## config.mk

```make
export PLATFORM = sky130hd
export DESIGN_NAME = parking_distance_qualifier_top
export DESIGN_NICKNAME = d
export VERILOG_FILES = /design/src/rtl/pdq_pkg.sv /design/src/rtl/pdq_cfg_regs.sv /design/src/rtl/pdq_echo_lane.sv /design/src/rtl/pdq_merge.sv /design/src/rtl/pdq_ratio_lane.sv /design/src/rtl/parking_distance_qualifier_top.sv
export SDC_FILE = /design/constraint.sdc
export NUM_CORES = 2
export LEC_CHECK = 0
export ABC_AREA = 1
export BUFFER_PORTS_ARGS = -buffer_cell sky130_fd_sc_hd__buf_2
export CAP_MARGIN = 20
export CORE_ASPECT_RATIO = 0.7
export CORE_MARGIN = 8
export CORE_UTILIZATION = 35
export CTS_CLUSTER_DIAMETER = 150
export DETAILED_ROUTE_END_ITERATION = 7
export GPL_TIMING_DRIVEN = 0
export PLACE_DENSITY = 0.48
export SKIP_LAST_GASP = 1
export SLEW_MARGIN = 20
export SYNTH_ARGS = -nofsm -noshare
export SYNTH_HDL_FRONTEND = slang
export SYNTH_SLANG_ARGS = --single-unit
```

## constraint.sdc

```tcl
create_clock -name clk -period 6.43 [get_ports clk]
set_input_delay 0.9645 -clock clk [delete_from_list [all_inputs] [get_ports clk]]
set_output_delay 0.9645 -clock clk [all_outputs]
set_load 0.01 [all_outputs]
```

## src/rtl/pdq_pkg.sv

```systemverilog
// ----------------------------------------------------------------------------
// pdq_pkg
// Widths, register map, reset values and shared types of the parking
// distance qualifier.
// ----------------------------------------------------------------------------
`default_nettype none

package pdq_pkg;

    localparam int EchoWidth   = 15;
    localparam int HalfWidth   = EchoWidth - 1;
    localparam int DistWidth   = 10;
    localparam int LidarWidth  = 16;
    localparam int TimeWidth   = 32;
    localparam int ScaleWidth  = 24;
    localparam int RatioWidth  = 16;
    localparam int RatioShift  = 16;
    localparam int RatioProdWidth = DistWidth + ScaleWidth;

    localparam int EchoScaleWidth = 12;
    localparam int EchoShift      = 16;
    localparam int EchoProdWidth  = HalfWidth + EchoScaleWidth;
    localparam logic [EchoScaleWidth-1:0] ECHO_SCALE = 12'd2248;

    localparam int CfgAddrWidth = 5;
    localparam int CfgDataWidth = 32;
    localparam int CfgIndexWidth = 3;

    localparam logic [CfgIndexWidth-1:0] REG_SIDE_LIMIT  = 3'd0;
    localparam logic [CfgIndexWidth-1:0] REG_FRONT_LIMIT = 3'd1;
    localparam logic [CfgIndexWidth-1:0] REG_EMPTY_DELAY = 3'd2;
    localparam logic [CfgIndexWidth-1:0] REG_FRONT_SCALE = 3'd3;
    localparam logic [CfgIndexWidth-1:0] REG_SIDE_SCALE  = 3'd4;

    localparam logic [DistWidth-1:0]  SIDE_LIMIT_RESET  = 10'd400;
    localparam logic [DistWidth-1:0]  FRONT_LIMIT_RESET = 10'd800;
    localparam logic [TimeWidth-1:0]  EMPTY_DELAY_RESET = 32'd30000;
    localparam logic [ScaleWidth-1:0] FRONT_SCALE_RESET = 24'd65536;
    localparam logic [ScaleWidth-1:0] SIDE_SCALE_RESET  = 24'd65536;

    typedef struct packed {
        logic [DistWidth-1:0]  side_limit;
        logic [DistWidth-1:0]  front_limit;
        logic [TimeWidth-1:0]  empty_delay;
        logic [ScaleWidth-1:0] front_scale;
        logic [ScaleWidth-1:0] side_scale;
    } pdq_cfg_t;

    typedef struct packed {
        logic [DistWidth-1:0] cm;
        logic                 out_of_range;
    } pdq_side_t;

endpackage

`default_nettype wire

```

## src/rtl/pdq_cfg_regs.sv

```systemverilog
// ----------------------------------------------------------------------------
// pdq_cfg_regs
// Configuration register file behind a simple APB-style port.
// ----------------------------------------------------------------------------
`default_nettype none

module pdq_cfg_regs (
    input  wire logic                              clk,
    input  wire logic                              rst_n,
    input  wire logic                              psel,
    input  wire logic                              penable,
    input  wire logic                              pwrite,
    input  wire logic [pdq_pkg::CfgAddrWidth-1:0]  paddr,
    input  wire logic [pdq_pkg::CfgDataWidth-1:0]  pwdata,
    output logic      [pdq_pkg::CfgDataWidth-1:0]  prdata,
    output logic                                   pready,
    output pdq_pkg::pdq_cfg_t                      cfg
);

    import pdq_pkg::*;

    pdq_cfg_t                 cfg_reg;
    pdq_cfg_t                 cfg_next;
    logic                     wr_en;
    logic [CfgIndexWidth-1:0] index;

    assign pready = 1'b1;
    assign wr_en  = psel && penable && pwrite;
    assign index  = paddr[CfgAddrWidth-1:2];
    assign cfg    = cfg_reg;

    always_comb
    begin
        cfg_next = cfg_reg;
        if (wr_en)
        begin
            case (index)
                REG_SIDE_LIMIT:  cfg_next.side_limit  = pwdata[DistWidth-1:0];
                REG_FRONT_LIMIT: cfg_next.front_limit = pwdata[DistWidth-1:0];
                REG_EMPTY_DELAY: cfg_next.empty_delay = pwdata[TimeWidth-1:0];
                REG_FRONT_SCALE: cfg_next.front_scale = pwdata[ScaleWidth-1:0];
                REG_SIDE_SCALE:  cfg_next.side_scale  = pwdata[ScaleWidth-1:0];
                default:         cfg_next = cfg_reg;
            endcase
        end
    end

    always_comb
    begin
        case (index)
            REG_SIDE_LIMIT:  prdata = CfgDataWidth'(cfg_reg.side_limit);
            REG_FRONT_LIMIT: prdata = CfgDataWidth'(cfg_reg.front_limit);
            REG_EMPTY_DELAY: prdata = CfgDataWidth'(cfg_reg.empty_delay);
            REG_FRONT_SCALE: prdata = CfgDataWidth'(cfg_reg.front_scale);
            REG_SIDE_SCALE:  prdata = CfgDataWidth'(cfg_reg.side_scale);
            default:         prdata = '0;
        endcase
    end

    always_ff @(posedge clk or negedge rst_n)
    begin
        if (!rst_n)
        begin
            cfg_reg.side_limit  <= SIDE_LIMIT_RESET;
            cfg_reg.front_limit <= FRONT_LIMIT_RESET;
            cfg_reg.empty_delay <= EMPTY_DELAY_RESET;
            cfg_reg.front_scale <= FRONT_SCALE_RESET;
            cfg_reg.side_scale  <= SIDE_SCALE_RESET;
        end
        else
        begin
            cfg_reg <= cfg_next;
        end
    end

endmodule

`default_nettype wire

```

## src/rtl/pdq_echo_lane.sv

```systemverilog
// ----------------------------------------------------------------------------
// pdq_echo_lane
// Turns one ultrasonic echo width into a clamped distance in centimetres.
// ----------------------------------------------------------------------------
`default_nettype none

module pdq_echo_lane (
    input  wire logic [pdq_pkg::EchoWidth-1:0] echo_us,
    input  wire logic [pdq_pkg::DistWidth-1:0] side_limit,
    output pdq_pkg::pdq_side_t                 side
);

    import pdq_pkg::*;

    logic [HalfWidth-1:0]     half;
    logic [EchoProdWidth-1:0] prod;
    logic [DistWidth-1:0]     raw_cm;
    logic [DistWidth-1:0]     cm;

    assign half   = echo_us[EchoWidth-1:1];
    assign prod   = EchoProdWidth'(half) * EchoProdWidth'(ECHO_SCALE);
    assign raw_cm = prod[EchoShift +: DistWidth];

    // A timeout or an overlong echo reads as the limit itself.
    assign cm = ((raw_cm == '0) || (raw_cm > side_limit)) ? side_limit : raw_cm;

    assign side.cm           = cm;
    assign side.out_of_range = (cm >= side_limit);

endmodule

`default_nettype wire

```

## src/rtl/pdq_merge.sv

```systemverilog
// ----------------------------------------------------------------------------
// pdq_merge
// Combines the left and right lanes into one side distance and flags a
// near reading on the right.
// ----------------------------------------------------------------------------
`default_nettype none

module pdq_merge (
    input  wire pdq_pkg::pdq_side_t             left,
    input  wire pdq_pkg::pdq_side_t             right,
    input  wire logic [pdq_pkg::DistWidth-1:0]  side_limit,
    output logic      [pdq_pkg::DistWidth-1:0]  side_cm,
    output logic                                near
);

    import pdq_pkg::*;

    logic [DistWidth:0] sum;

    assign sum = {1'b0, left.cm} + {1'b0, right.cm};

    always_comb
    begin
        if (left.out_of_range && right.out_of_range)
        begin
            side_cm = side_limit;
        end
        else if (left.out_of_range)
        begin
            side_cm = right.cm;
        end
        else if (right.out_of_range)
        begin
            side_cm = left.cm;
        end
        else
        begin
            side_cm = sum[DistWidth:1];
        end
    end

    assign near = (right.cm < (side_limit >> 1));

endmodule

`default_nettype wire

```

## src/rtl/pdq_ratio_lane.sv

```systemverilog
// ----------------------------------------------------------------------------
// pdq_ratio_lane
// Forms a saturated Q8.8 ratio from a distance and a reciprocal scale.
// ----------------------------------------------------------------------------
`default_nettype none

module pdq_ratio_lane (
    input  wire logic [pdq_pkg::DistWidth-1:0]  dist_cm,
    input  wire logic [pdq_pkg::ScaleWidth-1:0] scale,
    output logic      [pdq_pkg::RatioWidth-1:0] ratio
);

    import pdq_pkg::*;

    localparam int HighWidth = RatioProdWidth - RatioShift - RatioWidth;

    logic [RatioProdWidth-1:0] prod;

    assign prod = RatioProdWidth'(dist_cm) * RatioProdWidth'(scale);

    assign ratio = (prod[RatioProdWidth-1 -: HighWidth] != '0)
                 ? {RatioWidth{1'b1}}
                 : prod[RatioShift +: RatioWidth];

endmodule

`default_nettype wire

```

## src/rtl/parking_distance_qualifier_top.sv

```systemverilog
// ----------------------------------------------------------------------------
// parking_distance_qualifier_top
// Qualifies ultrasonic side distances, a held lidar front distance, Q8.8
// ratios and a delayed garage-empty flag for every measurement beat.
// ----------------------------------------------------------------------------
// Usage:
// A measurement beat enters on in_valid when in_stall is low; each beat gives
// exactly one result beat on out_valid, taken when out_stall is low.
// The echo lanes, the side merge, the lidar hold and the empty timer sit in
// the first stage; the two ratio multipliers sit in front of the output
// register, so a result passes the first-stage registers and then the
// output register before it is offered on out_valid.
// A new beat may be taken in every cycle, giving one result per cycle.
// When out_stall is held, the output register and the first stage each keep
// one beat, after which in_stall rises until the output is taken again.
// Reset restores the valid flags, configuration registers and held state and
// empties the pipeline. Registers are to be written over the APB port only
// while the block is idle, which it does not enforce; pready is always high.
// ----------------------------------------------------------------------------
`default_nettype none

module parking_distance_qualifier_top (
    input  wire logic                              clk,
    input  wire logic                              rst_n,
    input  wire logic                              psel,
    input  wire logic                              penable,
    input  wire logic                              pwrite,
    input  wire logic [pdq_pkg::CfgAddrWidth-1:0]  paddr,
    input  wire logic [pdq_pkg::CfgDataWidth-1:0]  pwdata,
    output logic      [pdq_pkg::CfgDataWidth-1:0]  prdata,
    output logic                                   pready,
    input  wire logic                              in_valid,
    output logic                                   in_stall,
    input  wire logic [pdq_pkg::EchoWidth-1:0]     left_echo_us,
    input  wire logic [pdq_pkg::EchoWidth-1:0]     right_echo_us,
    input  wire logic                              lidar_valid,
    input  wire logic [pdq_pkg::LidarWidth-1:0]    lidar_cm,
    input  wire logic [pdq_pkg::TimeWidth-1:0]     now_ms,
    output logic                                   out_valid,
    input  wire logic                              out_stall,
    output logic      [pdq_pkg::DistWidth-1:0]     left_cm,
    output logic      [pdq_pkg::DistWidth-1:0]     right_cm,
    output logic      [pdq_pkg::DistWidth-1:0]     side_cm,
    output logic      [pdq_pkg::DistWidth-1:0]     front_cm,
    output logic      [pdq_pkg::RatioWidth-1:0]    front_ratio,
    output logic      [pdq_pkg::RatioWidth-1:0]    side_ratio,
    output logic                                   garage_empty
);

    import pdq_pkg::*;

    pdq_cfg_t  cfg;
    pdq_side_t left_lane;
    pdq_side_t right_lane;

    logic [DistWidth-1:0]  merged_side;
    logic                  near;
    logic                  lidar_ok;
    logic [TimeWidth-1:0]  elapsed;

    logic                  s2_en;
    logic                  s1_en;
    logic                  in_accept;

    logic                  s1_valid_reg;
    logic                  out_valid_reg;

    logic [DistWidth-1:0]  held_front_reg;
    logic [DistWidth-1:0]  held_front_next;
    logic                  confirmed_reg;
    logic                  confirmed_next;
    logic                  running_reg;
    logic                  running_next;
    logic [TimeWidth-1:0]  start_reg;
    logic [TimeWidth-1:0]  start_next;

    logic [DistWidth-1:0]  s1_left_reg;
    logic [DistWidth-1:0]  s1_right_reg;
    logic [DistWidth-1:0]  s1_side_reg;
    logic [DistWidth-1:0]  s1_front_reg;
    logic                  s1_empty_reg;

    logic [RatioWidth-1:0] front_ratio_next;
    logic [RatioWidth-1:0] side_ratio_next;

    logic [DistWidth-1:0]  left_cm_reg;
    logic [DistWidth-1:0]  right_cm_reg;
    logic [DistWidth-1:0]  side_cm_reg;
    logic [DistWidth-1:0]  front_cm_reg;
    logic [RatioWidth-1:0] front_ratio_reg;
    logic [RatioWidth-1:0] side_ratio_reg;
    logic                  garage_empty_reg;

    pdq_cfg_regs u_cfg_regs (
        .clk     (clk),
        .rst_n   (rst_n),
        .psel    (psel),
        .penable (penable),
        .pwrite  (pwrite),
        .paddr   (paddr),
        .pwdata  (pwdata),
        .prdata  (prdata),
        .pready  (pready),
        .cfg     (cfg)
    );

    pdq_echo_lane u_left_lane (
        .echo_us    (left_echo_us),
        .side_limit (cfg.side_limit),
        .side       (left_lane)
    );

    pdq_echo_lane u_right_lane (
        .echo_us    (right_echo_us),
        .side_limit (cfg.side_limit),
        .side       (right_lane)
    );

    pdq_merge u_merge (
        .left       (left_lane),
        .right      (right_lane),
        .side_limit (cfg.side_limit),
        .side_cm    (merged_side),
        .near       (near)
    );

    pdq_ratio_lane u_front_ratio (
        .dist_cm (s1_front_reg),
        .scale   (cfg.front_scale),
        .ratio   (front_ratio_next)
    );

    pdq_ratio_lane u_side_ratio (
        .dist_cm (s1_side_reg),
        .scale   (cfg.side_scale),
        .ratio   (side_ratio_next)
    );

    assign s2_en     = !out_valid_reg || !out_stall;
    assign s1_en     = !s1_valid_reg || s2_en;
    assign in_stall  = !s1_en;
    assign in_accept = in_valid && s1_en;

    assign lidar_ok = (lidar_cm != '0) && (lidar_cm <= LidarWidth'(cfg.front_limit));
    assign elapsed  = now_ms - start_reg;

    always_comb
    begin
        held_front_next = held_front_reg;
        if (lidar_valid)
        begin
            held_front_next = lidar_ok ? lidar_cm[DistWidth-1:0] : cfg.front_limit;
        end
    end

    // The start time is kept by a running flag, so a start at time zero works.
    always_comb
    begin
        confirmed_next = confirmed_reg;
        running_next   = running_reg;
        start_next     = start_reg;
        if (near)
        begin
            confirmed_next = 1'b0;
            running_next   = 1'b0;
        end
        else if (!running_reg)
        begin
            start_next   = now_ms;
            running_next = 1'b1;
        end
        else if (!confirmed_reg && (elapsed >= cfg.empty_delay))
        begin
            confirmed_next = 1'b1;
        end
    end

    always_ff @(posedge clk or negedge rst_n)
    begin
        if (!rst_n)
        begin
            s1_valid_reg   <= 1'b0;
            out_valid_reg  <= 1'b0;
            held_front_reg <= FRONT_LIMIT_RESET;
            confirmed_reg  <= 1'b1;
            running_reg    <= 1'b0;
            start_reg      <= '0;
        end
        else
        begin
            if (s1_en)
            begin
                s1_valid_reg <= in_valid;
            end
            if (s2_en)
            begin
                out_valid_reg <= s1_valid_reg;
            end
            if (in_accept)
            begin
                held_front_reg <= held_front_next;
                confirmed_reg  <= confirmed_next;
                running_reg    <= running_next;
                start_reg      <= start_next;
            end
        end
    end

    always_ff @(posedge clk)
    begin
        if (in_accept)
        begin
            s1_left_reg  <= left_lane.cm;
            s1_right_reg <= right_lane.cm;
            s1_side_reg  <= merged_side;
            s1_front_reg <= held_front_next;
            s1_empty_reg <= confirmed_next;
        end
        if (s2_en && s1_valid_reg)
        begin
            left_cm_reg      <= s1_left_reg;
            right_cm_reg     <= s1_right_reg;
            side_cm_reg      <= s1_side_reg;
            front_cm_reg     <= s1_front_reg;
            front_ratio_reg  <= front_ratio_next;
            side_ratio_reg   <= side_ratio_next;
            garage_empty_reg <= s1_empty_reg;
        end
    end

    assign out_valid    = out_valid_reg;
    assign left_cm      = left_cm_reg;
    assign right_cm     = right_cm_reg;
    assign side_cm      = side_cm_reg;
    assign front_cm     = front_cm_reg;
    assign front_ratio  = front_ratio_reg;
    assign side_ratio   = side_ratio_reg;
    assign garage_empty = garage_empty_reg;

endmodule

`default_nettype wire

```

==> flow_metrics.tcl <==
set metrics [dict create \
    status "finished, violations left" \
    violations "setup timing" \
    met3_length_um 9032 \
    postSynth.asyncResetShare_pct 56.15 \
    maxCapViolations 0 \
    fp.coreArea_um2 93380 \
    routed_wirelength_um 108900 \
    syn_area_per_cell_um2 8.119 \
    grt_max_degree 77 \
    period_needed_ns 6.438 \
    cts_hold_buffers 0 \
    slowest_stage "fa_1" \
    cts_inserted_buffers 31 \
    place_area_um2 35940 \
    leakage_uw 0.02060 \
    rows 94 \
    timing.hold.ws_ns 0.2565 \
    ys_seq_area_share_pct 21.64 \
    grt-ovfl-total 0 \
    synth-seq-cells 260 \
    cts_root_buffer "clkbuf_16" \
    hold_path_class "input pin to asynchronous set/reset pin" \
    ys.flop_type "dfrtp_1" \
    yosysWarnings 0 \
    critPathMaxStageDelay_ns 0.54 \
    grt_util_all_layers_pct 20.44 \
    vias 27660 \
    drive_gt1_share_pct 19.09 \
    vias_per_cell 4.895 \
    ioPinCount 231 \
    fp.dieW_um 382.0 \
    first_pass_iters 6 \
    hold_viol_final 0 \
    slew-limit-headroom_pct 42.73 \
    hpwlAfterDp_um 88780 \
    synth_enable_flop_cells 114 \
    ctsLongestPathBuffers 3 \
    antenna_found_initial 9 \
    worstMarginPinSlew_ns 0.8525 \
    avgRoutedWirePerCell_um 19.27 \
    path_clk_slew_ns 0.06 \
    netlist_area_um2 32820 \
    r2r-start "s1_side_reg[6]" \
    ff2ff_path_depth 24 \
    ir_drop_mv 0.3607 \
    worst_slack_ns -0.008232 \
    skew_ns 0.02035 \
    p_total_uw 21390 \
    clk_latency_ns 0.64 \
    critPathBufInv 9 \
    path_max_fanout 6 \
    critPathLaunchType "input pin" \
    fin_nets 5258 \
    wl_met2_um 41450 \
    synth.distinct_cells 67 \
    cts_tree "built" \
    grt_pass1_vias 27360 \
    drtIter0Drc 2334 \
    cts.sink_count 260 \
    max_freq_mhz 155.3 \
    start_util_pct 35.14 \
    synth_nets 4930 \
    fp.dieH_um 272.2 \
    die_area_um2 104000 \
    route.detailed.drc 0 \
    crit_type "input pin to flop" \
    grt_pass1_wl_um 166000 \
    ant_nets 0 \
    gp_congestion 0.8855 \
    syn_inst 4042 \
    drv_slew 0 \
    cpMostUsedCell "nand2_2" \
    cts_max_level 1 \
    min_period_over_period_pct 100.1 \
    regToRegEndpoint "side_ratio[8]" \
    final_cell_area_um2 39890 \
    regToRegSetupSlack_ns 0.33 \
    cp.arrival_ns 6.79 \
    wl_met1_um 56320 \
    cp-end-kind "flop" \
    grt_setup_unrepaired "true" \
    setup_viol 2 \
    portBuffers 224 \
    power_density_nw_per_um2 536.3 \
    area.growth.synth_to_final_pct 21.57 \
    cp.required_ns 6.78 \
    critical-path-top-delay-family "adder cells" \
    highest-signal-layer "met5" \
    largest_reg_flops 100 \
]
logic make-up (layout without fill, tap and decap cells):
| kind of cell | after synthesis | count (layout) | synth area share [%] |
|---|---|---|---|
| AO/OA/AOI/OAI | 555 | 555 | 9.837 |
| XOR/XNOR | 71 | 71 | 1.941 |
| adder cells (fa/ha/maj) | 765 | 765 | 37.95 |
| buffers and inverters | 998 | 1351 | 11.59 |
| flip-flops | 260 | 260 | 21.64 |
| other | 1 | 8 | 0.01143 |
| AND/OR/NAND/NOR | 1392 | 1392 | 17.02 |
cell usage after synthesis, drive strengths merged, types with 13 or more instances:
cell type | count | area, µm²
a21oi | 189 | 949.7
buf | 13 | 107.6
clkbuf | 128 | 480.5
dfrtp | 127 | 3178
dfstp | 19 | 499.2
edfxtp | 114 | 3423
fa | 384 | 7687
ha | 381 | 4767
inv | 856 | 3213
nand2 | 1081 | 4085
nand3 | 102 | 515.5
nand4 | 25 | 156.4
nor2 | 138 | 536.8
nor3 | 20 | 111.4
o211ai | 30 | 230.2
o21ai | 246 | 1351
o21bai | 16 | 120.1
xnor2 | 29 | 254.0
xor2 | 42 | 382.9
through the flow:
| step | std cells | utilization [%] | setup TNS (ns) | worst slack (ns) |
|---|---|---|---|---|
| 2_1_floorplan | 4042 | - | -0.01446 | -0.01446 |
| 3_3_place_gp | 5514 | 38.30 | -178.65 | -1.668 |
| 3_5_place_dp | 5520 | 38.49 | -60.90 | -1.329 |
| 4_1_cts | 5597 | 40.43 | -0.0001426 | -0.0001426 |
| 5_1_grt | 5643 | 42.70 | -1.819 | -0.2249 |
| 6_report | 5650 | 42.72 | -0.01362 | -0.008232 |
layout by cell type, fill, tap and decap left out, types with 14 or more instances in the layout:
| cell type | Yosys | routed |
|---|---|---|
| xor2_1 | 40 | 39 |
| nand2_4 | 2 | 30 |
| nor2_1 | 136 | 112 |
| o21ai_1 | 5 | 14 |
| a21oi_2 | 1 | 22 |
| buf_6 | 5 | 22 |
| dfstp_2 | 19 | 19 |
| o21ai_2 | 32 | 34 |
| o21bai_1 | 16 | 14 |
| clkbuf_1 | 128 | 48 |
| dfrtp_1 | 127 | 109 |
| nand2_2 | 5 | 69 |
| o21ai_4 | 0 | 17 |
| inv_1 | 854 | 819 |
| nor3_1 | 19 | 16 |
| nand3_1 | 101 | 88 |
| dfrtp_2 | 0 | 18 |
| buf_2 | 5 | 212 |
| o21ai_0 | 209 | 181 |
| inv_2 | 2 | 33 |
| ha_1 | 381 | 311 |
| buf_4 | 1 | 110 |
| xnor2_1 | 29 | 28 |
| fa_1 | 384 | 383 |
| edfxtp_1 | 114 | 114 |
| a21oi_1 | 188 | 162 |
| ha_4 | 0 | 66 |
| nand4_1 | 25 | 25 |
| clkbuf_16 | 0 | 37 |
| nand2_1 | 1074 | 980 |
| o211ai_1 | 29 | 29 |
how the worst max path moves through the flow:
stage	cells after the start	slack, ns	to	start
after floorplan	35	-0.01	s1_side_reg[0]	right_echo_us[7]
after global placement	2	-1.67	front_ratio[15]	out_stall
after detailed placement	33	-1.33	s1_side_reg[0]	left_echo_us[11]
after CTS	23	-0.0001	side_ratio[2]	s1_side_reg[8]
after global routing	35	-0.22	s1_side_reg[0]	right_echo_us[8]
final	40	-0.008	s1_side_reg[0]	left_echo_us[7]
metal layers:
metal  up-vias  global-route usage, %
met4         6                  3.663
met1     13440                  33.31
met5         -                      0
met2       816                  27.28
li1      13300                      -
met3        98                  4.293
timing repair:
item	4_1_cts	5_1_grt
gates cloned	1	2
buffers inserted	55	59
endpoints found under the setup margin	42	74
gates resized for setup	99	402
pin swaps	27	151
layout make-up:
cell class / instances / area [µm²]
antenna: 7 / 17.52
buffer: 89 / 564.3
clock buffer: 43 / 897.1
clock inverter: 15 / 217.7
fill: 9569 / 53490
inverter: 857 / 3234
multi-input combinational: 2784 / 23870
sequential: 260 / 7123
tap: 1248 / 1562
timing repair buffer: 347 / 2405
report_power, final:
| part | internal [µW] | switching, µW | leakage [µW] |
|---|---|---|---|
| logic | 6580 | 9790 | 0.0172 |
| registers | 2550 | 515 | 0.00289 |
| clock network | 1150 | 812 | 0.000549 |
(Power assumes the default switching activity.)
